`config.mk`:
```
export PLATFORM = sky130hd
export DESIGN_NAME = frame_header_validator
export DESIGN_NICKNAME = d
export VERILOG_FILES = /design/src/fhv_pkg.sv /design/src/frame_header_validator.sv
export VERILOG_INCLUDE_DIRS = /design/src /design/src/src
export SDC_FILE = /design/constraint.sdc
export NUM_CORES = 1
export LEC_CHECK = 0
export BUFFER_PORTS_ARGS = -buffer_cell sky130_fd_sc_hd__buf_2
export CORE_UTILIZATION = 45
export DETAILED_ROUTE_END_ITERATION = 10
export PLACE_DENSITY = 0.65
export SLEW_MARGIN = 30
export SYNTH_ARGS = -nofsm -noshare
export SYNTH_HDL_FRONTEND = slang
export SYNTH_SLANG_ARGS = --single-unit
```
`constraint.sdc`:
```
create_clock -name clk -period 5.07 [get_ports clk]
set_input_delay 0.2535 -clock clk [delete_from_list [all_inputs] [get_ports clk]]
set_output_delay 0.2535 -clock clk [all_outputs]
set_load 0.05 [all_outputs]
```
`src/frame_header_validator_macros.svh`:
```
// ----------------------------------------------------------------------------
// Frame header validator assertion macros
// Clocked assertion helpers that compile away when SYNTH is defined.
// ----------------------------------------------------------------------------
`ifndef FRAME_HEADER_VALIDATOR_MACROS_SVH
`define FRAME_HEADER_VALIDATOR_MACROS_SVH
`ifndef SYNTH
// The property must hold at every clock edge outside reset.
`define FHV_ASSERT(label, prop) \
    label: assert property (@(posedge clk) disable iff (!rst_n) prop) \
    else $error("frame header validator: property violated");
// The expression must never be true at a clock edge outside reset.
`define FHV_NEVER(label, expr) \
    label: assert property (@(posedge clk) disable iff (!rst_n) !(expr)) \
    else $error("frame header validator: forbidden condition seen");
`else
`define FHV_ASSERT(label, prop)
`define FHV_NEVER(label, expr)
`endif
`endif

```
`src/fhv_pkg.sv`:
```
// ----------------------------------------------------------------------------
// Frame header validator package
// Sizes, status codes and register indexes of the frame header validator.
// ----------------------------------------------------------------------------
`timescale 1ns / 1ps
`default_nettype none

package fhv_pkg;

    localparam int HEADER_BYTES = 10;
    localparam int HDR_IDX_W    = $clog2(HEADER_BYTES);
    localparam int COUNT_W      = 16;
    localparam int WORD_W       = 16;
    localparam int CFG_IDX_W    = 2;

    // Output word layout: out_byte, status, func_code, data_size, then zero fill.
    localparam int OUT_DATA_W   = 48;
    localparam int OUT_USED_W   = 8 + 3 + WORD_W + WORD_W;

    typedef logic [2:0] status_t;

    localparam status_t ST_OK          = 3'd0;
    localparam status_t ST_SHORT       = 3'd1;
    localparam status_t ST_MAGIC       = 3'd2;
    localparam status_t ST_LEN_LOW     = 3'd3;
    localparam status_t ST_LEN_MISMATCH = 3'd4;
    localparam status_t ST_FUNC_MISMATCH = 3'd5;
    localparam status_t ST_SIZE_MISMATCH = 3'd6;
    localparam status_t ST_UNEXP_PAYLOAD = 3'd7;

    typedef logic [CFG_IDX_W-1:0] cfg_idx_t;

    localparam cfg_idx_t CFG_MAGIC_VALUE   = 2'd0;
    localparam cfg_idx_t CFG_READ_RESP     = 2'd1;
    localparam cfg_idx_t CFG_WRITE_REQ     = 2'd2;

endpackage

`default_nettype wire

```
`src/frame_header_validator.sv`:
```
// ----------------------------------------------------------------------------
// Frame header validator
// Captures a ten-byte frame header, forwards payload bytes and checks the
// header against the received length on the last byte of each frame.
// ----------------------------------------------------------------------------
`timescale 1ns / 1ps
`default_nettype none
`include "frame_header_validator_macros.svh"

// The block takes one frame byte per word on the slave side, with s_tlast on
// the last byte, and accepts a word in every clock cycle while s_tready is
// high. Each accepted word is handled in the cycle it arrives: the byte
// counter, the header capture and all header checks are one level of logic
// that feeds a single output register, so a result appears on the master
// side in the cycle after its input word is accepted. Header bytes that do
// not end a frame give no output word. Payload bytes (everything after the
// first ten bytes) leave at once with m_tuser high, even if the frame fails
// later. The word carrying the last byte has m_tlast high and reports the
// verdict and the decoded function and data size fields. The output register
// sits behind s_tready, so a new byte is taken while a finished word still
// waits, as long as the master side takes that word in the same cycle.
// Configuration registers may only be written while no frame is in flight.
module frame_header_validator
    import fhv_pkg::*;
(
    input  wire logic                  clk,
    input  wire logic                  rst_n,

    // Configuration write port.
    input  wire logic                  cfg_we,
    input  wire cfg_idx_t              cfg_index,
    input  wire logic [WORD_W-1:0]     cfg_wdata,

    // Input bytes.
    input  wire logic                  s_tvalid,
    output logic                       s_tready,
    input  wire logic [7:0]            s_tdata,   // [7:0] in_byte
    input  wire logic                  s_tlast,   // frame_end

    // Results.
    output logic                       m_tvalid,
    input  wire logic                  m_tready,
    // [7:0] out_byte, [10:8] status, [26:11] func_code, [42:27] data_size,
    // [47:43] zero
    output logic [OUT_DATA_W-1:0]      m_tdata,
    output logic                       m_tuser,   // byte_valid
    output logic                       m_tlast    // frame_done
);

    // Configuration registers.
    logic [WORD_W-1:0] magic_value_reg;
    logic [WORD_W-1:0] read_resp_code_reg;
    logic [WORD_W-1:0] write_req_code_reg;

    // Frame state.
    logic [7:0]         header_reg [HEADER_BYTES];
    logic [7:0]         header_next [HEADER_BYTES];
    logic [COUNT_W-1:0] byte_count_reg;
    logic [COUNT_W-1:0] byte_count_next;
    logic               saturated_reg;
    logic               saturated_next;

    // Output register.
    logic                  out_valid_reg;
    logic                  out_valid_next;
    logic [OUT_DATA_W-1:0] out_data_reg;
    logic [OUT_DATA_W-1:0] out_data_next;
    logic                  out_user_reg;
    logic                  out_user_next;
    logic                  out_last_reg;
    logic                  out_last_next;

    logic                  accept;
    logic                  is_payload;
    logic                  count_full;
    logic [HDR_IDX_W-1:0]  hdr_idx;
    logic                  short_frame;
    logic                  data_func;
    logic [WORD_W-1:0]     f_func;
    logic [WORD_W-1:0]     f_magic;
    logic [WORD_W-1:0]     f_length;
    logic [WORD_W-1:0]     f_func2;
    logic [WORD_W-1:0]     f_dsize;
    status_t               verdict;
    logic [WORD_W-1:0]     rep_func;
    logic [WORD_W-1:0]     rep_dsize;
    logic [7:0]            rep_byte;

    // A new byte is taken whenever the output register is free or drains now.
    assign s_tready = !out_valid_reg || m_tready;
    assign accept   = s_tvalid && s_tready;

    assign is_payload = saturated_reg || (byte_count_reg >= COUNT_W'(HEADER_BYTES));
    assign count_full = (byte_count_reg == {COUNT_W{1'b1}});
    assign hdr_idx    = byte_count_reg[HDR_IDX_W-1:0];

    // Header image with the current byte merged in, so a frame that ends on
    // its tenth byte is checked against the complete header.
    always_comb
    begin
        for (int i = 0; i < HEADER_BYTES; i++)
        begin
            header_next[i] = header_reg[i];
            if (!is_payload && (hdr_idx == HDR_IDX_W'(i)))
            begin
                header_next[i] = s_tdata;
            end
        end
    end

    assign byte_count_next = count_full ? byte_count_reg : byte_count_reg + COUNT_W'(1);
    assign saturated_next  = saturated_reg || count_full;

    // Little-endian header fields.
    assign f_func   = {header_next[1], header_next[0]};
    assign f_magic  = {header_next[3], header_next[2]};
    assign f_length = {header_next[5], header_next[4]};
    assign f_func2  = {header_next[7], header_next[6]};
    assign f_dsize  = {header_next[9], header_next[8]};

    assign short_frame = !saturated_next && (byte_count_next < COUNT_W'(HEADER_BYTES));
    assign data_func   = (f_func == read_resp_code_reg) || (f_func == write_req_code_reg);

    // Checks run in a fixed priority; the first failure names the verdict.
    always_comb
    begin
        verdict = ST_OK;
        if (short_frame)
        begin
            verdict = ST_SHORT;
        end
        else if (f_magic != magic_value_reg)
        begin
            verdict = ST_MAGIC;
        end
        else if (f_length < WORD_W'(HEADER_BYTES))
        begin
            verdict = ST_LEN_LOW;
        end
        else if (saturated_next || (f_length != byte_count_next))
        begin
            verdict = ST_LEN_MISMATCH;
        end
        else if (f_func != f_func2)
        begin
            verdict = ST_FUNC_MISMATCH;
        end
        else if (data_func)
        begin
            if (f_dsize != (f_length - WORD_W'(HEADER_BYTES)))
            begin
                verdict = ST_SIZE_MISMATCH;
            end
        end
        else if (f_length != WORD_W'(HEADER_BYTES))
        begin
            verdict = ST_UNEXP_PAYLOAD;
        end
    end

    // Fields that carry no meaning in a word are reported as zero.
    always_comb
    begin
        rep_byte  = is_payload ? s_tdata : 8'd0;
        rep_func  = '0;
        rep_dsize = '0;
        if (s_tlast && !short_frame)
        begin
            rep_func  = f_func;
            rep_dsize = f_dsize;
        end
    end

    always_comb
    begin
        out_valid_next = out_valid_reg && !m_tready;
        out_data_next  = out_data_reg;
        out_user_next  = out_user_reg;
        out_last_next  = out_last_reg;
        if (accept)
        begin
            out_valid_next = is_payload || s_tlast;
            out_data_next  = {(OUT_DATA_W - OUT_USED_W)'(0), rep_dsize, rep_func,
                              (s_tlast ? verdict : ST_OK), rep_byte};
            out_user_next  = is_payload;
            out_last_next  = s_tlast;
        end
    end

    always_ff @(posedge clk or negedge rst_n)
    begin
        if (!rst_n)
        begin
            magic_value_reg    <= '0;
            read_resp_code_reg <= '0;
            write_req_code_reg <= '0;
        end
        else if (cfg_we)
        begin
            case (cfg_index)
                CFG_MAGIC_VALUE: magic_value_reg    <= cfg_wdata;
                CFG_READ_RESP:   read_resp_code_reg <= cfg_wdata;
                CFG_WRITE_REQ:   write_req_code_reg <= cfg_wdata;
                default:         ;
            endcase
        end
    end

    // Count and saturation return to zero after the last byte of a frame.
    always_ff @(posedge clk or negedge rst_n)
    begin
        if (!rst_n)
        begin
            byte_count_reg <= '0;
            saturated_reg  <= 1'b0;
        end
        else if (accept)
        begin
            if (s_tlast)
            begin
                byte_count_reg <= '0;
                saturated_reg  <= 1'b0;
            end
            else
            begin
                byte_count_reg <= byte_count_next;
                saturated_reg  <= saturated_next;
            end
        end
    end

    // Every header byte is rewritten before a full-length frame reads it.
    always_ff @(posedge clk)
    begin
        if (accept)
        begin
            header_reg <= header_next;
        end
    end

    always_ff @(posedge clk or negedge rst_n)
    begin
        if (!rst_n)
        begin
            out_valid_reg <= 1'b0;
        end
        else
        begin
            out_valid_reg <= out_valid_next;
        end
    end

    always_ff @(posedge clk)
    begin
        out_data_reg <= out_data_next;
        out_user_reg <= out_user_next;
        out_last_reg <= out_last_next;
    end

    assign m_tvalid = out_valid_reg;
    assign m_tdata  = out_data_reg;
    assign m_tuser  = out_user_reg;
    assign m_tlast  = out_last_reg;

    // A word that does not end a frame must be a payload byte with no verdict.
    `FHV_ASSERT(a_mid_word_is_payload,
        (m_tvalid && !m_tlast) |-> (m_tuser && (m_tdata[10:8] == ST_OK)))
    // A short frame never reports header fields or payload.
    `FHV_ASSERT(a_short_has_no_fields,
        (m_tvalid && m_tlast && (m_tdata[10:8] == ST_SHORT)) |->
        ((m_tdata[42:11] == 32'd0) && !m_tuser))
    // The frame state is cleared after the last byte is taken.
    `FHV_ASSERT(a_clear_after_last,
        (s_tvalid && s_tready && s_tlast) |=> ((byte_count_reg == '0) && !saturated_reg))
    // Saturation only happens once the counter sits at its top value.
    `FHV_NEVER(a_saturated_count_top,
        saturated_reg && (byte_count_reg != {COUNT_W{1'b1}}))
    // A word is only produced by an accepted byte.
    `FHV_ASSERT(a_valid_from_accept,
        ($rose(m_tvalid)) |-> $past(s_tvalid && s_tready))

endmodule

`default_nettype wire
```
---- After elaboration in Yosys (flattened, before gate mapping) ----
Cells that the tools add are included.
word-level totals
  register bits ........................... 191
  output and inout bits ................... 52
  word-level logic and storage cells ...... 102
cells by class
  multiplexer cells ....................... 22
  add/sub/neg operators ................... 2
  bitwise operators ....................... 1
  $lt $le $gt $ge ......................... 3
  reductions and logical operators ........ 32
  equality and inequality tests ........... 19
operators by type and width
  operator                                                                               count
  8-bit two-way mux                                                                      10
  16-bit inequality test                                                                 4
  16-bit equality test                                                                   2
  16-bit by 4-bit less-than comparator with 1-bit output (second input constant)         2
  16-bit two-way mux                                                                     2
  16-bit by 1-bit adder with 16-bit output (second input constant)                       1
  16-bit equality test (second input constant)                                           1
  4-bit by 3-bit equality test with 1-bit output (second input constant)                 4
  16-bit by 4-bit greater-or-equal comparator with 1-bit output (second input constant)  1
  16-bit by 4-bit inequality test with 1-bit output (second input constant)              1
  16-bit by 4-bit subtractor with 16-bit output (second input constant)                  1
  3-bit two-way mux                                                                      5
  1-bit logical AND                                                                      14
  4-bit by 2-bit equality test with 1-bit output (second input constant)                 2
  4-bit equality test (second input constant)                                            2
  1-bit logical OR                                                                       6
  2-bit AND reduction                                                                    3
  1-bit zero test                                                                        5
  4-bit by 1-bit equality test with 1-bit output (second input constant)                 1
  4-bit zero test                                                                        1
  2-bit two-way mux                                                                      2
  4-bit OR reduction                                                                     1
  1-bit two-way mux                                                                      3
  2-bit by 1-bit equality test with 1-bit output (second input constant)                 1
  other kinds (4)                                                                        4

---- Longest topological paths before layout ----
Gate-level depths: netlist (run 1).
  depth in word-level cells ............... 14
  depth in mapped cells ................... 14

---- Worst setup path after synthesis (run 1) ----
OpenSTA, ideal clock, no wires.
  path kind ............................... register to register
  from .................................... reg out_valid_reg, in the netlist m_tvalid
  to ...................................... reg byte_count_reg[3]
  setup time .............................. 0.139 ns
  path slack .............................. -0.675 ns
  stages on the path, launching flop included .. 8
  required time ........................... 4.931 ns
  arrival ................................. 5.606 ns
  clock period less this slack ............ 5.745 ns
  path through ............................ dfrtp_1 nand2b_1 nand2_1 inv_1 clkbuf_1 o21ai_0 nand2_1 o21ai_0
between the ends
  cells in the longest elaborated chain, start to end .. 3
RTL lines
  element                 RTL line                       text
  from (decl)             frame_header_validator.sv:64   logic out_valid_reg;
  from (signal assigned)  frame_header_validator.sv:249  out_valid_reg <= out_valid_next;
  1-bit zero test         frame_header_validator.sv:90   assign s_tready = !out_valid_reg || m_tready;
  1-bit logical OR        frame_header_validator.sv:90
  via s_tready            frame_header_validator.sv:36   output logic s_tready,
  1-bit logical AND       frame_header_validator.sv:91   assign accept = s_tvalid && s_tready;
  via accept              frame_header_validator.sv:73   logic accept;
  to (signal assigned)    frame_header_validator.sv:226  byte_count_reg <= byte_count_next;
  to (decl)               frame_header_validator.sv:58   logic [COUNT_W-1:0] byte_count_reg;
The timed path passes the listed nets, and every way through them passes these cells.
A chain may end at the register's enable or synchronous reset.

---- Worst setup path after layout (run 1) ----
  from .................................... reg byte_count_reg[3]
  to ...................................... reg out_data_reg[9], in the netlist m_tdata[9] (data pin)
between the ends
  cells in the longest elaborated chain, start to end .. 13
  elaborated cells between the ends (all ways) .. 59
RTL lines
  element                                                        RTL line                       text
  16-bit by 4-bit greater-or-equal comparator with 1-bit output  frame_header_validator.sv:93   assign is_payload = saturated_reg || (byte_count_reg >= COUNT_W'(HEADER_BYTES));
  1-bit logical OR                                               frame_header_validator.sv:93
  1-bit zero test                                                frame_header_validator.sv:104  if (!is_payload && (hdr_idx == HDR_IDX_W'(i)))
  1-bit logical AND                                              frame_header_validator.sv:104
  8-bit two-way mux                                              frame_header_validator.sv:104
  16-bit by 4-bit subtractor with 16-bit output                  frame_header_validator.sv:150  if (f_dsize != (f_length - WORD_W'(HEADER_BYTES)))
  16-bit inequality test                                         frame_header_validator.sv:150
  3-bit two-way mux                                              frame_header_validator.sv:150
  3-bit two-way mux                                              frame_header_validator.sv:148  else if (data_func)
  3-bit two-way mux                                              frame_header_validator.sv:144  else if (f_func != f_func2)
  3-bit two-way mux                                              frame_header_validator.sv:140  else if (saturated_next || (f_length != byte_count_next))
  2-bit two-way mux                                              frame_header_validator.sv:136  else if (f_length < WORD_W'(HEADER_BYTES))
  2-bit two-way mux                                              frame_header_validator.sv:132  else if (f_magic != magic_value_reg)
  to (signal assigned)                                           frame_header_validator.sv:255  out_data_reg <= out_data_next;
  to (decl)                                                      frame_header_validator.sv:66   logic [OUT_DATA_W-1:0] out_data_reg;
Parallel ways exist; a longest one is shown, timed or not.

==> impl_results.md, run 1 <==
- Status: complete, no violations
- Worst clock skew: around 0.013 ns
- Iteration-0 DRC Markers: ~860
- Top-area cell type share of the netlist area: around a third
- GR Overflow Total: 0
- Syn. warnings: 0
- Row cnt: between 50 and 60
- HP Class: in2reg
- Max cap viols: 0
- Most common cell after layout, fill and taps aside: edfxtp_1
- Hpwl dp: 20000 µm
- Clk buf depth: 2
- Synthesized cell area: ~0.011 mm²
- 1st-pass router iterations: 6
- Synth top area cells: edfxtp_1, dfrtp_1, mux2_2
- Final Hold Viols: 0
- Antenna-violating nets left: 0
- Wire length of the first global-routing pass: approximately 45000 µm
- Register bit count reported by yosys: ~190
- Initial Util: ~46%
- Register area share after synthesis: roughly half
- Max Clk Rate: 238 MHz
- CTS resizes: 0
- Leakage: approximately 4.8 nW
- Vias: 8143
- Max FFs per register: 80
- Crit-path slowest cell: dfrtp_1
- Diodes inserted: 0
- Largest net degree at the start of global routing: 97
- Number of cells on the worst reg-to-reg path: 9
- RSZ-0062 raised after global routing: false
- CTS tree: built
- TritonCTS sink count: around 190
- Worst Setup Path Type: reg2reg
- Tmin final: approximately 4.2 ns
- Reg2reg end: m_tdata[9]
- Primary FF master, synth: edfxtp_1
- Die area: approximately 0.025 mm²
- CP Launch Type: register
- Hold buffers post-CTS: 0
- CP Depth: 9
- Later-pin clock latency in the skew report: 0.44 ns
- Crit path to: m_tdata[9]
- Final Routed Wirelength: roughly 29000 µm
- Setup bufs post-CTS: 0
- Root Buffer: clkbuf_16
- Die Wd: around 160 µm
- Wirelength per Cell: roughly 21 µm
- Post-Syn Instances: between 900 and 1000
- Post-route setup slack: ~0.87 ns
- Worst path top cell family by delay: simple AND/OR/NAND/NOR gates
- Critical path's largest stage delay: 0.63 ns
- Post-synth EDFFs: 125
- IO Count: 84
- Total power: around 0.0048 W
- CTS clk-pin slew, worst paths: 0.08 ns
- Total track usage: about 24%
- I/O Buffers: 78
- Crit path required time: between 5 and 6 ns
- Pwr dens: roughly 400 mW/mm²
- Crit-path max FO: 20
- Core Region: around 0.024 mm²
- Hold Crit Start: cfg_wdata[4]
- TritonCTS buffer count: 17
- Final Net Count: about 1100
- Crit path buf inv count: 0
- Cells along the critical path: nor4b_1 -> nand4_1 -> mux2i_1 -> o2bb2ai_1 -> or4b_1 -> o22ai_1 -> o2111ai_1 -> o21ai_1 -> o22ai_2
- Crit path from: byte_count_reg[3]
- Number of global-route vias before repair: around 7600
- Relative slew slack: 38.2%
- Final Max Tran Viols: 0
- Fraction of registers with async set/reset: roughly 35%
- Die height: about 160 µm
- Initial antenna violation count: 0
- Share of post-route cells with drive strength above 1: between 20% and 30%
- Setup_tns: 0 ns
- Worst VDD drop: slightly above 0.2 mV
- Syn avg cell area: 11.0 µm²
- Placer's final routability congestion estimate: between 0.9 and 1
- Crit. End Element: register
- Tcrit/Tclk final: between 80 and 90%
- Cell taking the most area after synthesis: edfxtp_1
- Area delta synth->final: 11.6%
- R2R Setup Slk: around 0.87 ns
- Netlist cell types: 80
- FF-to-FF Start: byte_count_reg[3]
- H-tree Lvls: 4
- Setup WS pre-CTS: ~0.95 ns
- Final setup viols: 0
- Commonest non-fill, non-tap cells in the layout: edfxtp_1, mux2_2, buf_2, dfrtp_1, nand2_1
- DRC viols: 0
- DR vias/cell: about 5.9
- Measured slew at the worst slew-check pin: 0.920 ns
- Critical Path AT: 4.39 ns
-- worst min-delay path by stage --
stage | depth (start not counted) | endpoint
finish | 2 | read_resp_code_reg[4]
global route | 2 | read_resp_code_reg[4]
CTS | 2 | m_tvalid
detailed placement | 2 | m_tvalid
global placement | 2 | m_tvalid
floorplan | 0 | byte_count_reg[0]
-- worst reg2reg max path, delay by kind of cell, from the launching register on --
| family | cells | cell delay [ns] |
|---|---|---|
| simple gates | 3 | 1.66 |
| flops | 1 | 0.63 |
| mux | 1 | 0.57 |
| compound gates | 5 | 1.11 |
-- layer usage --
layer | vias up | track usage [%] | share of wire, %
met2 | 300 | 34.9 | 44
met5 | - | 0 | 0
met4 | 0 | 7.33 | 1.9
met3 | 38 | 3.94 | 6.3
li1 | 3774 | - | -
met1 | 4031 | 36.9 | 48
-- kinds of logic after synthesis --
kind of cell    Yosys count  synth area share (%)
compound gates          168                  10.2
xor+xnor                106                  8.59
fa+ha+maj                 5                 0.547
buf+inv                 120                  4.62
flops                   191                  49.3
mux                     120                  11.9
other cells               1                0.0342
simple gates            283                  14.8
-- where the power goes --
| part | internal, W | switching, W | leakage, nW | total [W] |
|---|---|---|---|---|
| Combinational | 0.000501 | 0.000841 | 2.47 | 0.00134 |
| Clock | 0.000706 | 0.000652 | 0.292 | 0.00136 |
| Sequential | 0.00193 | 0.000184 | 2.03 | 0.00211 |
-- per-stage QoR --
stage,util [%],std cells,hold slack [ns],area [µm²]
floorplan,-,998,-0.0421,11000
global placement,49.1,1351,0.490,11600
detailed placement,49.1,1351,0.489,11600
CTS,51.5,1383,0.0113,12200
global route,51.7,1385,0.0679,12200
finish,51.7,1385,0.0685,12200
-- cell usage after synthesis (all sizes together), types with 11 or more instances --
cell type	number
nand4	27
nor2	52
inv	61
mux2i	37
nand2	63
dfrtp	66
o22ai	11
xor2	46
mux2	83
nand3	26
a21oi	29
xnor2	59
edfxtp	125
clkbuf	36
nor3	18
o21ai	52
nor4	16
buf	21
-- final cells by class --
class / count / area (µm²)
clock buffers: 20 / 479
clock inverters: 12 / 108
fillers: 2153 / 11400
inverters: 63 / 243
multi-input cells: 687 / 5090
flip-flops and latches: 191 / 5410
well taps: 319 / 399
repair buffers: 93 / 526
Power figures use the tool's default switching activity.
==> run 2: changes to the inputs <==
clock period = 3.7 ns   (was 5.07 ns; I/O delays follow)
==> run 2 against run 1 <==
  * Register-to-register slack worse by 0.75 ns
  * Hold slack worse by 0.062 ns
  * Global-route usage up 0.71 points
  * Utilization up 1.8 points
  * Combinational power up 53%
==> impl_results.md, run 2 (synthesized netlist as in run 1, its figures left out) <==
- Die area: 0.0250 mm²
- CTS clk-pin slew, worst paths: roughly 0.080 ns
- Final setup viols: 0
- Placer's final routability congestion estimate: ~0.90
- Max cap viols: 0
- Tmin final: approximately 3.6 ns
- Area of the multi-input gates: 0.00512 mm²
- Wire length of the first global-routing pass: between 40000 and 50000 µm
- Reg area: about 0.0054 mm²
- Largest net degree at the start of global routing: between 70 and 80
- I/O Buffers: 78
- Total track usage: between 20% and 30%
- Leakage: around 5.0 nW
- Initial antenna violation count: 1
- Relative slew slack: around 44%
- Filler instances: approximately 2100
- Die height: 158 µm
- Post-route setup slack: between 0.1 and 0.15 ns
- Max FFs per register: 80
- CTS tree: built
- Final Hold Viols: 0
- Wirelength per Cell: around 21 µm
- Measured slew at the worst slew-check pin: roughly 0.84 ns
- HP Class: in2reg
- Worst clock skew: 0.0188 ns
- Clk buf depth: 2
- Pwr dens: 533 mW/mm²
- Critical Path AT: approximately 3.8 ns
- Antenna-violating nets left: 0
- Setup WS pre-CTS: between 0.1 and 0.15 ns
- CP Launch Type: register
- DR vias/cell: 5.83
- Final Max Tran Viols: 0
- Share of post-route cells with drive strength above 1: 25.9%
- GR Overflow Total: 0
- H-tree Lvls: 4
- Worst VDD drop: ~0.25 mV
- Die Wd: roughly 160 µm
- Final Net Count: 1138
- Core Region: ~0.024 mm²
- Commonest non-fill, non-tap cells in the layout: edfxtp_1, mux2_2, buf_2, dfrtp_1, nand2_1
- Crit. End Element: register
- Later-pin clock latency in the skew report: approximately 0.45 ns
- Area delta synth->final: 15.5%
- Crit-path max FO: 8
- TritonCTS sink count: 191
- DRC viols: 0
- Vias: 8357
- Status: complete, no violations
- TritonCTS buffer count: 17
- Hpwl dp: between 20000 and 25000 µm
- Initial Util: a little under half
- Diodes inserted: 0
- Setup_tns: 0 ns
- Root Buffer: clkbuf_16
- Row cnt: 56
- Final Routed Wirelength: about 30000 µm
- Worst Setup Path Type: reg2reg
- Iteration-0 DRC Markers: 787
- Number of global-route vias before repair: just under 8000
- Max Clk Rate: approximately 280 MHz
- 1st-pass router iterations: 5
- IO Count: 84
- Tcrit/Tclk final: between 90% and 100%
- Crit path required time: around 4 ns
- Most common cell after layout, fill and taps aside: edfxtp_1
[run 2: path summary, 6_finish.rpt]
kind                                             from                     to  slack (ns)  cells past startpoint
worst min-delay path                         s_tvalid               m_tvalid       0.007                      3
min in group asynchronous                       rst_n               m_tvalid        0.25                      2
worst max register to register     byte_count_reg[11]             m_tdata[9]        0.12                      9
worst max-delay path               byte_count_reg[11]             m_tdata[9]        0.12                      9
worst min register to register  write_req_code_reg[0]  write_req_code_reg[0]        0.52                      1
max in group asynchronous                       rst_n  write_req_code_reg[6]        2.66                      3
[run 2: layer usage]
| layer | global-route usage [%] | part of all wire, % | vias up |
|---|---|---|---|
| met5 | 0 | 0 | - |
| met4 | 7.60 | 1.9 | 0 |
| met3 | 3.20 | 5.6 | 36 |
| li1 | - | - | 3887 |
| met1 | 37.5 | 48 | 4112 |
| met2 | 37.2 | 45 | 322 |
[run 2: power breakdown]
part           internal [W]  total (W)  switching (W)
sequential          0.00264    0.00287       0.000225
combinational      0.000817    0.00205        0.00123
clock              0.000929    0.00183       0.000906
total               0.00439    0.00675        0.00236
[run 2: final cells by class]
cell class / instances / share of cell area (%)
clock buffers: 19 / 3.58
multi-input cells: 687 / 40.4
flip-flops and latches: 191 / 42.6
well taps: 319 / 3.15
inverters: 63 / 1.91
repair buffers: 142 / 7.40
clock inverters: 13 / 0.938
[run 2: metrics by stage]
stage / util, % / power (W) / cell area, µm² / hold slack [ns] / cells
2_1_floorplan: - / 0.00426 / 11000 / -0.111 / 998
3_3_place_gp: 50.9 / 0.00487 / 12100 / 0.373 / 1400
3_5_place_dp: 50.9 / 0.00491 / 12100 / 0.384 / 1400
4_1_cts: 53.3 / 0.00672 / 12600 / 0.00585 / 1433
5_1_grt: 53.5 / 0.00704 / 12700 / 0.00344 / 1434
6_report: 53.5 / 0.00675 / 12700 / 0.00658 / 1434
[run 2: repair_timing]
| action | 4_1_cts | 5_1_grt |
|---|---|---|
| setup endpoints to repair | 0 | 3 |
| endpoints found under the hold margin | 38 | 0 |
| buffers inserted | 0 | 1 |
| gates resized for setup | 0 | 10 |
| hold buffers | 1 | 0 |
[run 2: critical path, stage by stage (launching register included)]
cell and delay [ns]:
dfrtp_1 0.50, or4_4 0.59, or4_4 0.62, nor2_1 0.18, mux2_2 0.41, maj3_1 0.34, o211ai_1 0.19, o2111ai_1 0.17
o21ai_2 0.23, o22ai_2 0.10
==> run 3: changes to the inputs <==
SETUP_SLACK_MARGIN = 0.3   (was not set)
==> run 3 against run 2 <==
  * Die area stayed put
  * Clock skew is 0.0072 ns lower
  * Hold slack better by 0.011 ns
  * Non-clock buffer count is 22 higher
  * Global-route usage is 0.13 points lower
  * Design area is 3.7% higher
  * Register-to-register slack better by 0.04 ns
  * Worst setup slack better by 0.037 ns
==> impl_results.md, run 3 (synthesized netlist as in run 1, its figures left out) <==
- Final Max Tran Viols: 0
- Worst clock skew: 0.0117 ns
- Crit-path slowest cell: or4b_4
- Crit path buf inv count: 4
- Hpwl dp: 21000 µm
- Area delta synth->final: 19.8%
- Die area: between 0.02 and 0.03 mm²
- Share of post-route cells with drive strength above 1: between 30 and 40%
- Iteration-0 DRC Markers: 791
- Core Region: around 0.024 mm²
- Max cap viols: 0
- Pwr dens: ~530 mW/mm²
- H-tree Lvls: 4
- Fin util: 55.5%
- Max Clk Rate: 282 MHz
- Die height: between 150 and 200 µm
- Leakage: approximately 5.2 nW
- Most prevalent standard cell on the critical path: nor4_4
- Setup_tns: 0 ns
- Max FFs per register: 80
- Root Buffer: clkbuf_16
- Initial antenna violation count: 0
- Total track usage: about a quarter
- Vias: about 8500
- TritonCTS buffer count: 17
- TritonCTS sink count: 191
- Commonest non-fill, non-tap cells in the layout: edfxtp_1, mux2_2, buf_2, buf_4, nand2_1
- Post-route cell area: between 0.01 and 0.015 mm²
- I/O Buffers: between 70 and 80
- Die Wd: approximately 160 µm
- Final setup viols: 0
- Crit path required time: between 3 and 4 ns
- Crit-path max FO: 5
- GR Overflow Total: 0
- 1st-pass router iterations: 8
- Later-pin clock latency in the skew report: roughly 0.44 ns
- Final Routed Wirelength: 30400 µm
- DR vias/cell: slightly below 6
- Row cnt: 56
- Area post-placement: approximately 0.012 mm²
- Placer's final routability congestion estimate: ~0.90
- Hold Slack: 0.0176 ns
- Worst path top cell family by delay: simple AND/OR/NAND/NOR gates
- Tmin final: 3.54 ns
- CTS tree: built
- HP Class: in2reg
- Wirelength per Cell: ~21 µm
- Number of global-route vias before repair: just under 8000
- Measured slew at the worst slew-check pin: 0.851 ns
- Critical path's largest stage delay: approximately 0.54 ns
- Filler instances: approximately 2100
- CTS clk-pin slew, worst paths: 0.08 ns
- Wire length of the first global-routing pass: roughly 46000 µm
- Worst VDD drop: ~0.32 mV
- Crit. End Element: register
- Final Hold Viols: 0
- Cells along the critical path: inv_2 -> ha_4 -> or4bb_4 -> nor4_4 -> buf_4 -> clkbuf_16 -> mux2i_4 -> inv_4 -> xnor2_2 -> or4b_4 -> nor4_4 -> o21ai_2 -> a221oi_2
- Antenna-violating nets left: 0
- Largest net degree at the start of global routing: 103
- CP Launch Type: register
- Final Net Count: roughly 1200
- Total power: a little under 0.007 W
- Diodes inserted: 0
- Relative slew slack: between 40 and 50%
- RSZ-0062 raised after global routing: true
- Most common cell after layout, fill and taps aside: edfxtp_1
- Worst Setup Path Type: reg2reg
- Initial Util: roughly 46%
- Clk buf depth: 2
- DRC viols: 0
- Tcrit/Tclk final: 95.7%
- Critical Path AT: 3.79 ns
- IO Count: between 80 and 90
- Status: complete, no violations
[run 3: cell count changes in the layout (fill, tap and decap cells not counted), sizes merged]
cell / before / now
buf: 141 / 161
clkinv: 7 / 3
clkbuf: 19 / 22
bufinv: 0 / 1
dlygate4sd3: 1 / 2
inv: 69 / 70
[run 3: stage by stage]
stage,worst slack (ns),std cells
3_5_place_dp,0.100,1402
3_3_place_gp,0.135,1402
6_report,0.160,1456
2_1_floorplan,0.302,998
4_1_cts,0.239,1442
5_1_grt,0.0906,1456
[run 3: final cells by class]
class	instances	area (µm²)	share of cell area [%]
tap	319	399	3.04
clock inverter	11	114	0.866
sequential	191	5410	41.2
multi-input combinational	687	5370	40.8
clock buffer	21	493	3.75
timing repair buffer	164	1120	8.52
inverter	63	244	1.86
[run 3: layer usage]
layer,track usage [%],share of wire (%)
met5,0,0
met4,9.75,2.8
met3,2.82,6.7
met2,36.3,44
met1,37.2,46
[run 3: worst reg2reg max path: stages (launching register included)]
cell and delay (ns):
dfrtp_1 0.39, inv_2 0.08, ha_4 0.14, or4bb_4 0.48
nor4_4 0.27, buf_4 0.19, clkbuf_16 0.15, mux2i_4 0.25
inv_4 0.07, xnor2_2 0.14, or4b_4 0.54, nor4_4 0.27
o21ai_2 0.11, a221oi_2 0.27
[run 3: worst paths after layout]
check	start	endpoint	slack [ns]	cells past startpoint
worst max-delay path	byte_count_reg[1]	m_tdata[8]	0.16	13
worst min-delay path	cfg_wdata[6]	magic_value_reg[6]	0.02	2
worst max register to register	byte_count_reg[1]	m_tdata[8]	0.16	13
worst min register to register	write_req_code_reg[0]	write_req_code_reg[0]	0.51	1
max in group asynchronous	rst_n	read_resp_code_reg[5]	2.46	3
min in group asynchronous	rst_n	m_tvalid	0.24	2
[run 3: what timing repair did]
item                                   CTS  global route
pin swaps                                6            17
gates cloned                             0             1
buffers inserted                         6            13
setup endpoints to repair                3            33
resized for setup                       16            48
endpoints found under the hold margin   20             0
hold buffers                             2             0
[run 3: report_power, final]
group / total [W] / leakage, nW / switching [W] / internal [W]
clock network: 0.00194 / 0.304 / 0.000888 / 0.00105
logic: 0.00215 / 2.89 / 0.00127 / 0.000877
registers: 0.00286 / 2.02 / 0.000221 / 0.00264
